**src/rtl/core/ras_pkg.sv**
```systemverilog
package ras_pkg;

    // Default sizing
    localparam int unsigned DEPTH_DEF      = 1024;
    localparam int unsigned VALUE_BITS_DEF = 32;

    // Port widths fixed by the interface
    localparam int unsigned PUSH_W   = 32;
    localparam int unsigned CFG_W    = 11;
    localparam int unsigned APB_DW   = 32;
    localparam int unsigned APB_AW   = 3;
    localparam int unsigned REG_IW   = APB_AW - 2;

    // Register map (word index)
    localparam logic [REG_IW-1:0] REG_INIT_CAP = 1'b0;

    // Reset value of the initial capacity register
    localparam logic [CFG_W-1:0] INIT_CAP_RST = 11'd10;

    // Operation codes
    typedef logic t_op;
    localparam t_op OP_PUSH = 1'b0;
    localparam t_op OP_POP  = 1'b1;

    // Result status codes
    typedef logic [1:0] t_status;
    localparam t_status ST_OK    = 2'd0;
    localparam t_status ST_FULL  = 2'd1;
    localparam t_status ST_EMPTY = 2'd2;

endpackage

```
**src/rtl/core/ras_resize.sv**
```systemverilog
module ras_resize
    import ras_pkg::*;
#(
    parameter int unsigned DEPTH = DEPTH_DEF
) (
    input  logic [$clog2(DEPTH+1)-1:0] i_count,
    input  logic [$clog2(DEPTH+1)-1:0] i_cap,
    input  logic                       i_grown,
    output logic [$clog2(DEPTH+1)-1:0] o_cap,
    output logic                       o_grown
);

    localparam int unsigned CW = $clog2(DEPTH + 1);
    localparam int unsigned XW = CW + 3;

    logic [XW-1:0] w_cap4;
    logic [XW-1:0] w_cnt5;
    logic [XW-1:0] w_cap_x;
    logic [CW:0]   w_cap_up;
    logic          w_grow;
    logic          w_shrink;

    // count >= floor(4c/5)  <=>  4c < 5n + 5
    // count <= floor(c/5)   <=>  5n <= c
    assign w_cap4  = XW'(i_cap) << 2;
    assign w_cnt5  = (XW'(i_count) << 2) + XW'(i_count);
    assign w_cap_x = XW'(i_cap);
    assign w_grow   = w_cap4 < (w_cnt5 + XW'(5));
    assign w_shrink = (w_cnt5 <= w_cap_x) && i_grown;

    // floor(3c/2) = c + floor(c/2)
    assign w_cap_up = (CW+1)'(i_cap) + (CW+1)'(i_cap >> 1);

    always_comb begin
        o_cap   = i_cap;
        o_grown = i_grown;
        if (w_grow) begin
            o_cap   = (w_cap_up > (CW+1)'(DEPTH)) ? CW'(DEPTH) : w_cap_up[CW-1:0];
            o_grown = 1'b1;
        end else if (w_shrink) begin
            o_cap = i_cap >> 1;
        end
    end

endmodule

```
**config.mk**
```make
export PLATFORM = sky130hd
export DESIGN_NAME = ras_resize
export DESIGN_NICKNAME = d
export VERILOG_FILES = /design/src/rtl/core/ras_pkg.sv /design/src/rtl/core/ras_resize.sv
export SDC_FILE = /design/constraint.sdc
export NUM_CORES = 1
export LEC_CHECK = 0
export BUFFER_PORTS_ARGS = -buffer_cell sky130_fd_sc_hd__buf_2
export CELL_PAD_IN_SITES_DETAIL_PLACEMENT = 2
export CELL_PAD_IN_SITES_GLOBAL_PLACEMENT = 2
export CORE_UTILIZATION = 35
export DETAILED_ROUTE_END_ITERATION = 7
export PLACE_DENSITY_LB_ADDON = 0.1
export SKIP_LAST_GASP = 1
export SYNTH_ARGS = -nofsm -noshare
export SYNTH_HDL_FRONTEND = slang
export SYNTH_SLANG_ARGS = --single-unit
```
**constraint.sdc**
```tcl
create_clock -name vclk -period 5
set_clock_uncertainty 0.05 [all_clocks]
set_input_delay 0.25 -clock vclk [all_inputs]
set_output_delay 0.25 -clock vclk [all_outputs]
set_load 0.01 [all_outputs]
```
==> metrics.cfg, run 1 <==
[cells_and_area]
num_antenna_cells = 0
design.seq.count = 0
area_delta_synth_final_pct = 10.44
regArea_um2 = 0
layout_commonest_cell = ha_1
design_area_mm2 = 0.002436
finalNonFillerCells = 386
fin_nets = 381
drive_above_1_share_pct = 18.33
n_fill_cell = 756
multiInputGateArea_mm2 = 0.002051
most-common-layout-cells = 43 x ha_1, 35 x buf_2, 30 x inv_1, 20 x mux2i_1, 16 x a21oi_1
nClkBuffers = 0
fin_util_pct = 40.66

[critical_path]
critical_path.startpoint_type = primary input
worst_path_max_delay_cell = a2111oi_0
crit_type = in2out
cp.required_ns = 4.70
critPathMaxStageDelay_ns = 0.50
path_cells = buf_2, ha_1, inv_1, fa_1, and2b_1, o22ai_1, xnor2_2, nand4_2, nor3_1, nand2b_1, ha_1, a2111oi_0, a211oi_1, o221ai_1, a31oi_4, mux2_2, buf_2
path_max_fanout = 12
critPathCaptureType = output port
cp.arrival_ns = 4.24

[detailed_routing]
antenna_left = 0
post_drt_wl_per_cell_um = 17.44
drcViolationCount = 0
drt-initial-drc-count = 51
dr_total_vias = 2214
viasPerCell = 5.736
drt-pass1-iter-count = 4
finalWirelength_um = 6731

[yosys]
synth_top_area_cell = ha_1
netlist_area_mm2 = 0.002206
yosys_warnings = 0
synth_nets = 348
seq_area_frac_synth_pct = 0
ys_types = 62
yosysTopAreaCellShare_pct = 24.39
synth_area_per_cell_um2 = 7.878
synthCells = 280
synthTopCellsByArea = ha_1 24%, mux2i_1 9.1%, xnor2_1 5.6%, inv_1 5.1%, a21oi_1 3.6%

[grt]
grt_pass1_vias = 2192
grt-ovfl-total = 0
grt_pass1_wl_um = 10790
gr-usage-all-layers_pct = 20.63
antenna_found_initial = 0
grt_start_max_net_pins = 13

[floorplanning]
die_w_um = 81.39
fp.dieH_um = 81.39
dieArea_mm2 = 0.006624
coreArea_mm2 = 0.005991
pin_count = 35
rows = 28
start_util_pct = 36.82

[power_and_ir_drop]
peakVddDrop_v = 0.00006552
p_leak_nw = 1.203
finalPower_mw = 0.4326
p_per_area_mw_per_mm2 = 177.6

[sta]
timing.final.hold_violations = 0
period_share_pct = 90.88
rsz0062_at_grt = false
layout_setup_ws_ns = 0.4562
worst_pin_slew_ns = 0.7679
final.setup.tns_ns = 0
fin_crit_ns = 4.544
hold_slack_ns = 0.8036
clock.fmax_ghz = 0.2201
setup_violations = 0
maxSlewHeadroom_pct = 48.44
drv_slew = 0

[place]
post-place-ws_ns = 0.4209
io_buffers = 35
place_congestion = 0.8093
dp_cells = 386
place_area_mm2 = 0.002436
dp_hpwl_um = 5903

[clock_network]
cts-hold-fix-buffers = 0
ctsResizeCount = 0
cts_setup_buffers = 0

[status]
status = finished clean

[worst_hold_path]
hp-class = in2out

[job]
maxCapViolations = 0

==> cells by family (layout without fill, tap and decap cells) <==
family	count (synthesis)	in the layout	share of synthesized area [%]
xor+xnor	23	23	9.813
simple gates	81	81	21.16
compound gates	75	75	26.21
mux	21	21	9.586
buf+inv	35	66	7.034
fa+ha+maj	45	45	26.21
==> where the power goes <==
part	total [mW]	internal, mW	leakage (nW)	switching (mW)
combinational	0.433	0.183	1.20	0.250
clock	0	0	0	0
sequential	0	0	0	0
==> Yosys cell counts (3+ instances only) <==
cell type / n
ha_1: 43
inv_1: 30
mux2i_1: 20
a21oi_1: 16
nor2_1: 15
nand2_1: 14
o21ai_0: 14
xnor2_1: 14
nand3_1: 11
nand2b_1: 8
nor3_1: 7
xor2_1: 7
a21o_1: 6
a211oi_1: 4
a211o_1: 3
a31oi_1: 3
nand3b_1: 3
nand4_1: 3
o211ai_1: 3
==> worst max-delay path: cells and delay by family <==
family	cells	cell delay (ns)
AO/OA/AOI/OAI	5	1.20
AND/OR/NAND/NOR	4	0.95
adder cells (fa/ha/maj)	3	0.86
multiplexers	1	0.35
buffers and inverters	3	0.33
XOR/XNOR	1	0.26
==> final cells by class <==
| class | instances | share of cell area, % |
|---|---|---|
| multi-input combinational | 245 | 84.18 |
| tap | 75 | 3.852 |
| inverter | 31 | 4.777 |
| timing repair buffer | 35 | 7.191 |
==> metal layers <==
metal	share of wire [%]	up-vias	wire length [um]	global-route usage [%]
li1	-	1106	-	-
met1	51	1085	3435	29.85
met2	48	23	3201	36.00
met3	1.4	0	93	0
met4	0	0	0	0
met5	0	-	0	0
==> worst paths after layout <==
check | from | cells after the start | to | slack (ns)
setup / recovery | i_count[0] | 17 | o_cap[6] | 0.46
hold / removal | i_grown | 3 | o_grown | 0.80
Note: power is estimated with default switching activity, not from simulation.
==> inputs of run 2 (changes only) <==
CORE_UTILIZATION = 38   (was 35)
clock period = 5.49 ns   (was 5 ns; I/O delays follow)
==> run 2 against run 1 <==
First-iteration DRC count grew 27%. Worst setup slack improved by 0.44 ns. Flip-flop and latch count is the same. Final cell count shrank 0.78%. Combinational power down 9.0%. Power is 8.9% lower. Critical path depth is the same. Design area shrank 0.15%. Largest power group unchanged. Largest cell class unchanged. Global-route usage increased by 1.2 points. Critical endpoint unchanged. Via count shrank 0.54%. Routed wire length down 2.4%.
==> metrics.cfg, run 2 (synthesized netlist as in run 1, its figures left out) <==
[clock_network]
cts_setup_buffers = 0  ; unchanged
cts-hold-fix-buffers = 0  ; unchanged
ctsResizeCount = 0  ; unchanged

[detailed_routing]
post_drt_wl_per_cell_um = 17.15  ; -1.6%
finalWirelength_um = 6569  ; -2.4%
drt-pass1-iter-count = 4  ; unchanged
drcViolationCount = 0  ; unchanged
drt-initial-drc-count = 65  ; +27%
antenna_left = 0  ; unchanged
dr_total_vias = 2202  ; -0.54%
viasPerCell = 5.749  ; +0.24%

[power_and_ir_drop]
p_per_area_mw_per_mm2 = 162.1  ; -8.7%
peakVddDrop_v = 0.00005338  ; -19%
p_leak_nw = 1.203  ; unchanged
finalPower_mw = 0.3943  ; -8.9%

[sta]
clock.fmax_ghz = 0.2175
worst_pin_slew_ns = 0.8232  ; +0.05531 ns
rsz0062_at_grt = false
setup_violations = 0  ; unchanged
timing.final.hold_violations = 0  ; unchanged
final.setup.tns_ns = 0  ; unchanged
fin_crit_ns = 4.597
period_share_pct = 83.74
hold_slack_ns = 0.8287  ; +0.02516 ns
maxSlewHeadroom_pct = 44.61  ; -3.8 points
drv_slew = 0  ; unchanged

[worst_hold_path]
hold-path-endpoint = o_grown
holdPathStages = 3  ; unchanged
hold_start = i_grown
hp-class = in2out

[floorplanning]
fp.dieH_um = 78.19  ; -3.9%
pin_count = 35  ; unchanged
rows = 27  ; -3.6%
start_util_pct = 39.81  ; +3.0 points
coreArea_mm2 = 0.005540  ; -7.5%
die_w_um = 78.19  ; -3.9%
dieArea_mm2 = 0.006114  ; -7.7%

[cells_and_area]
nClkBuffers = 0  ; unchanged
finalNonFillerCells = 383  ; -0.78%
n_fill_cell = 677  ; -10%
area_delta_synth_final_pct = 10.27
regArea_um2 = 0  ; unchanged
design.seq.count = 0  ; unchanged
drive_above_1_share_pct = 18.33  ; unchanged
num_antenna_cells = 0  ; unchanged
most-common-layout-cells = 43 x ha_1, 35 x buf_2, 30 x inv_1, 20 x mux2i_1, 16 x a21oi_1
design_area_mm2 = 0.002432  ; -0.15%
fin_nets = 381  ; unchanged
layout_commonest_cell = ha_1

[place]
place_area_mm2 = 0.002432  ; -0.15%
dp_cells = 383  ; -0.78%
place_congestion = 0.8181  ; +1.1%
dp_hpwl_um = 5712  ; -3.2%
io_buffers = 35  ; unchanged

[critical_path]
path_max_fanout = 12  ; unchanged
path_cells = buf_2, ha_1, inv_1, fa_1, and2b_1, o22ai_1, xnor2_2, nand4_2, nor3_1, nand2b_1, ha_1, a2111oi_0, a211oi_1, o221ai_1, a31oi_4, mux2_2, buf_2
critPathMaxStageDelay_ns = 0.50  ; about the same
critPathCaptureType = output port
cp.arrival_ns = 4.27  ; +0.03 ns
worst_path_max_delay_cell = a2111oi_0
critical_path.startpoint_type = primary input
crit_type = in2out
cp.required_ns = 5.17  ; +0.47 ns

[job]
maxCapViolations = 0  ; unchanged

[grt]
grt_start_max_net_pins = 13  ; unchanged
antenna_found_initial = 0  ; unchanged
gr-usage-all-layers_pct = 21.84  ; +1.2 points
grt-ovfl-total = 0  ; unchanged
grt_pass1_vias = 2283  ; +4.2%
grt_pass1_wl_um = 10960  ; +1.5%

[status]
status = finished clean

==> run 2: worst max-delay path by stage <==
stage | from | endpoint | slack (ns) | cells past startpoint
after floorplan | i_count[0] | o_cap[0] | 1.65 | 16
after global placement | i_count[0] | o_cap[6] | 1.01 | 17
after detailed placement | i_count[0] | o_cap[6] | 0.88 | 16
after CTS | i_count[0] | o_cap[6] | 0.87 | 16
after global routing | i_count[0] | o_cap[6] | 0.55 | 17
final | i_count[0] | o_cap[6] | 0.89 | 17
==> run 2: worst max-delay path, delay by kind of cell <==
kind	cells	cell delay (ns)
buffers and inverters	3	0.33
adders and majority gates	3	0.87
muxes	1	0.36
and+or+nand+nor	4	0.94
AOI/OAI and AO/OA	5	1.23
xor gates and xnor gates	1	0.26
==> run 2: metrics by stage <==
| step | worst slack, ns | utilization, % |
|---|---|---|
| after detailed placement | 0.8764 | 43.90 |
| after global routing | 0.5528 | 43.90 |
| final | 0.8929 | 43.90 |
| after floorplan | 1.655 | - |
| after CTS | 0.8696 | 43.90 |
| after global placement | 1.013 | 43.90 |
==> run 2: area by class of cell <==
class / count / area (um^2) / area share [%]
Multi-Input combinational cell: 245 / 2051 / 84.31
Tap cell: 72 / 90.09 / 3.704
Inverter: 31 / 116.4 / 4.784
Timing Repair Buffer: 35 / 175.2 / 7.202
==> run 2: power by group <==
group	internal (mW)	leakage, nW	switching (mW)
combinational	0.167	1.20	0.227
clock	0	0	0
sequential	0	0	0
==> run 2: per-layer routing <==
metal | GRT usage (%) | wire (um) | up-vias
li1 | - | - | 1111
met1 | 30.47 | 3359 | 1067
met2 | 39.39 | 3116 | 24
met3 | 0.4651 | 93 | 0
met4 | 0.1852 | 0 | 0
met5 | 0 | 0 | -
==> inputs of run 3 (changes only) <==
CORE_UTILIZATION = 35   (was 38)
clock period = 4.5 ns   (was 5.49 ns; I/O delays follow)
==> run 3 against run 2 <==
Sequential share of layout area is the same. Final cell count grew 3.4%. Die area grew 8.4%. Flip-flop and latch count is the same. Routed wire length grew 6.0%. Critical path type unchanged. Highest routed layer unchanged.
==> metrics.cfg, run 3 (synthesized netlist as in run 1, its figures left out) <==
[floorplanning]
rows = 28  ; +3.7%
start_util_pct = 36.82  ; -3.0 points
dieArea_mm2 = 0.006624  ; +8.4%
die_w_um = 81.39  ; +4.1%
fp.dieH_um = 81.39  ; +4.1%
coreArea_mm2 = 0.005991  ; +8.1%
pin_count = 35  ; unchanged

[critical_path]
cp.arrival_ns = 3.93  ; -0.34 ns
critical_path.startpoint_type = primary input
crit_type = in2out
critPathCaptureType = output port
cp.required_ns = 4.22  ; -0.95 ns
path_max_fanout = 5  ; -7

[cells_and_area]
design_area_mm2 = 0.002562  ; +5.4%
finalNonFillerCells = 396  ; +3.4%
drive_above_1_share_pct = 21.81  ; +3.5 points
num_antenna_cells = 0  ; unchanged
layout_commonest_cell = ha_1
design.seq.count = 0  ; unchanged
area_delta_synth_final_pct = 16.17
fin_util_pct = 42.77  ; -1.1 points
regArea_um2 = 0  ; unchanged
fin_nets = 391  ; +2.6%
nClkBuffers = 0  ; unchanged
multiInputGateArea_mm2 = 0.002077  ; +1.3%
n_fill_cell = 699  ; +3.2%
most-common-layout-cells = 43 x ha_1, 35 x buf_2, 30 x inv_1, 20 x mux2i_1, 16 x a21oi_1

[power_and_ir_drop]
finalPower_mw = 0.5218  ; +32%
p_sw_mw = 0.2913  ; +28%
p_leak_nw = 1.257  ; +4.5%
clock_power_share_pct = 0  ; unchanged
switching_share_pct = 55.83  ; -1.9 points
internal_power_mw = 0.2305  ; +38%
p_per_area_mw_per_mm2 = 203.6  ; +26%
seqPwrFrac_pct = 0  ; unchanged
peakVddDrop_v = 0.00008227  ; +54%
p_comb_share_pct = 100.0  ; about the same

[status]
status = finished clean

[grt]
gr-usage-all-layers_pct = 21.45  ; -0.38 points
grt-ovfl-total = 0  ; unchanged
grt_pass1_vias = 2304  ; +0.92%
antenna_found_initial = 0  ; unchanged
grt_start_max_net_pins = 12  ; -1
grt_pass1_wl_um = 11160  ; +1.9%

[detailed_routing]
finalWirelength_um = 6966  ; +6.0%
drt-initial-drc-count = 54  ; -17%
post_drt_wl_per_cell_um = 17.59  ; +2.6%
viasPerCell = 5.664  ; -1.5%
antenna_left = 0  ; unchanged
dr_total_vias = 2243  ; +1.9%
drcViolationCount = 0  ; unchanged
drt-pass1-iter-count = 4  ; unchanged

[worst_hold_path]
hp-class = in2out
hold_start = i_grown
holdPathStages = 3  ; unchanged
hold-path-endpoint = o_grown

[place]
dp_cells = 391  ; +2.1%
place_congestion = 0.7772  ; -5.0%
place_area_mm2 = 0.002486  ; +2.2%
io_buffers = 35  ; unchanged
post-place-ws_ns = 0.02681  ; -0.8496 ns
dp_hpwl_um = 5908  ; +3.4%

[sta]
rsz0062_at_grt = false
maxSlewHeadroom_pct = 41.05  ; -3.6 points
drv_slew = 0  ; unchanged
period_share_pct = 93.35
layout_setup_ws_ns = 0.2992  ; -0.5937 ns
worst_pin_slew_ns = 0.8780  ; +0.05475 ns
final.setup.tns_ns = 0  ; unchanged
clock.fmax_ghz = 0.2381
setup_violations = 0  ; unchanged
fin_crit_ns = 4.201
hold_slack_ns = 0.7354  ; -0.09335 ns
timing.final.hold_violations = 0  ; unchanged

[job]
maxCapViolations = 0  ; unchanged

==> run 3: critical path, cell delays in order <==
cell and delay, ns:
buf_2 0.13, ha_1 0.22, inv_1 0.07, fa_1 0.39, and2b_1 0.24, o221ai_2 0.17, o311a_1 0.43, nor4_4 0.34
buf_4 0.19, nand2_1 0.06, xor2_1 0.15, ha_1 0.20, a211o_1 0.23, o221ai_1 0.27, a31oi_4 0.09, buf_4 0.20
mux2i_1 0.16, buf_2 0.16
==> run 3: worst max-delay path by stage <==
stage / cells past startpoint / slack, ns / endpoint / from
final: 18 / 0.30 / o_cap[10] / i_count[0]
after global routing: 18 / 0.01 / o_cap[10] / i_count[0]
after detailed placement: 18 / 0.03 / o_cap[6] / i_count[0]
after global placement: 18 / 0.16 / o_cap[6] / i_count[0]
after floorplan: 16 / 0.76 / o_cap[0] / i_count[0]
after CTS: 18 / 0.04 / o_cap[6] / i_count[0]
==> run 3: power groups by stage <==
stage	registers, mW	logic [mW]	clock network (mW)
final	0	0.522	0
after global routing	0	0.575	0
after floorplan	0	0.356	0
after detailed placement	0	0.504	0
after CTS	0	0.509	0
after global placement	0	0.488	0
==> run 3: area by class of cell <==
| cell class | instances | area share, % |
|---|---|---|
| tap | 75 | 3.662 |
| timing repair buffer | 45 | 10.74 |
| multi-input combinational | 245 | 81.05 |
| inverter | 31 | 4.541 |
==> run 3: repair_timing <==
item                       CTS  global route
resized for setup            1             4
hold buffers                 0             0
buffers inserted             0             5
pin swaps                    0             3
setup endpoints to repair    1            11
==> run 3: per-layer routing <==
metal	global-route usage (%)	vias up	wire, um
met5	0	-	0
met4	0	0	0
met3	0	0	87
met2	39.33	29	3393
met1	29.52	1090	3485
li1	-	1124	-
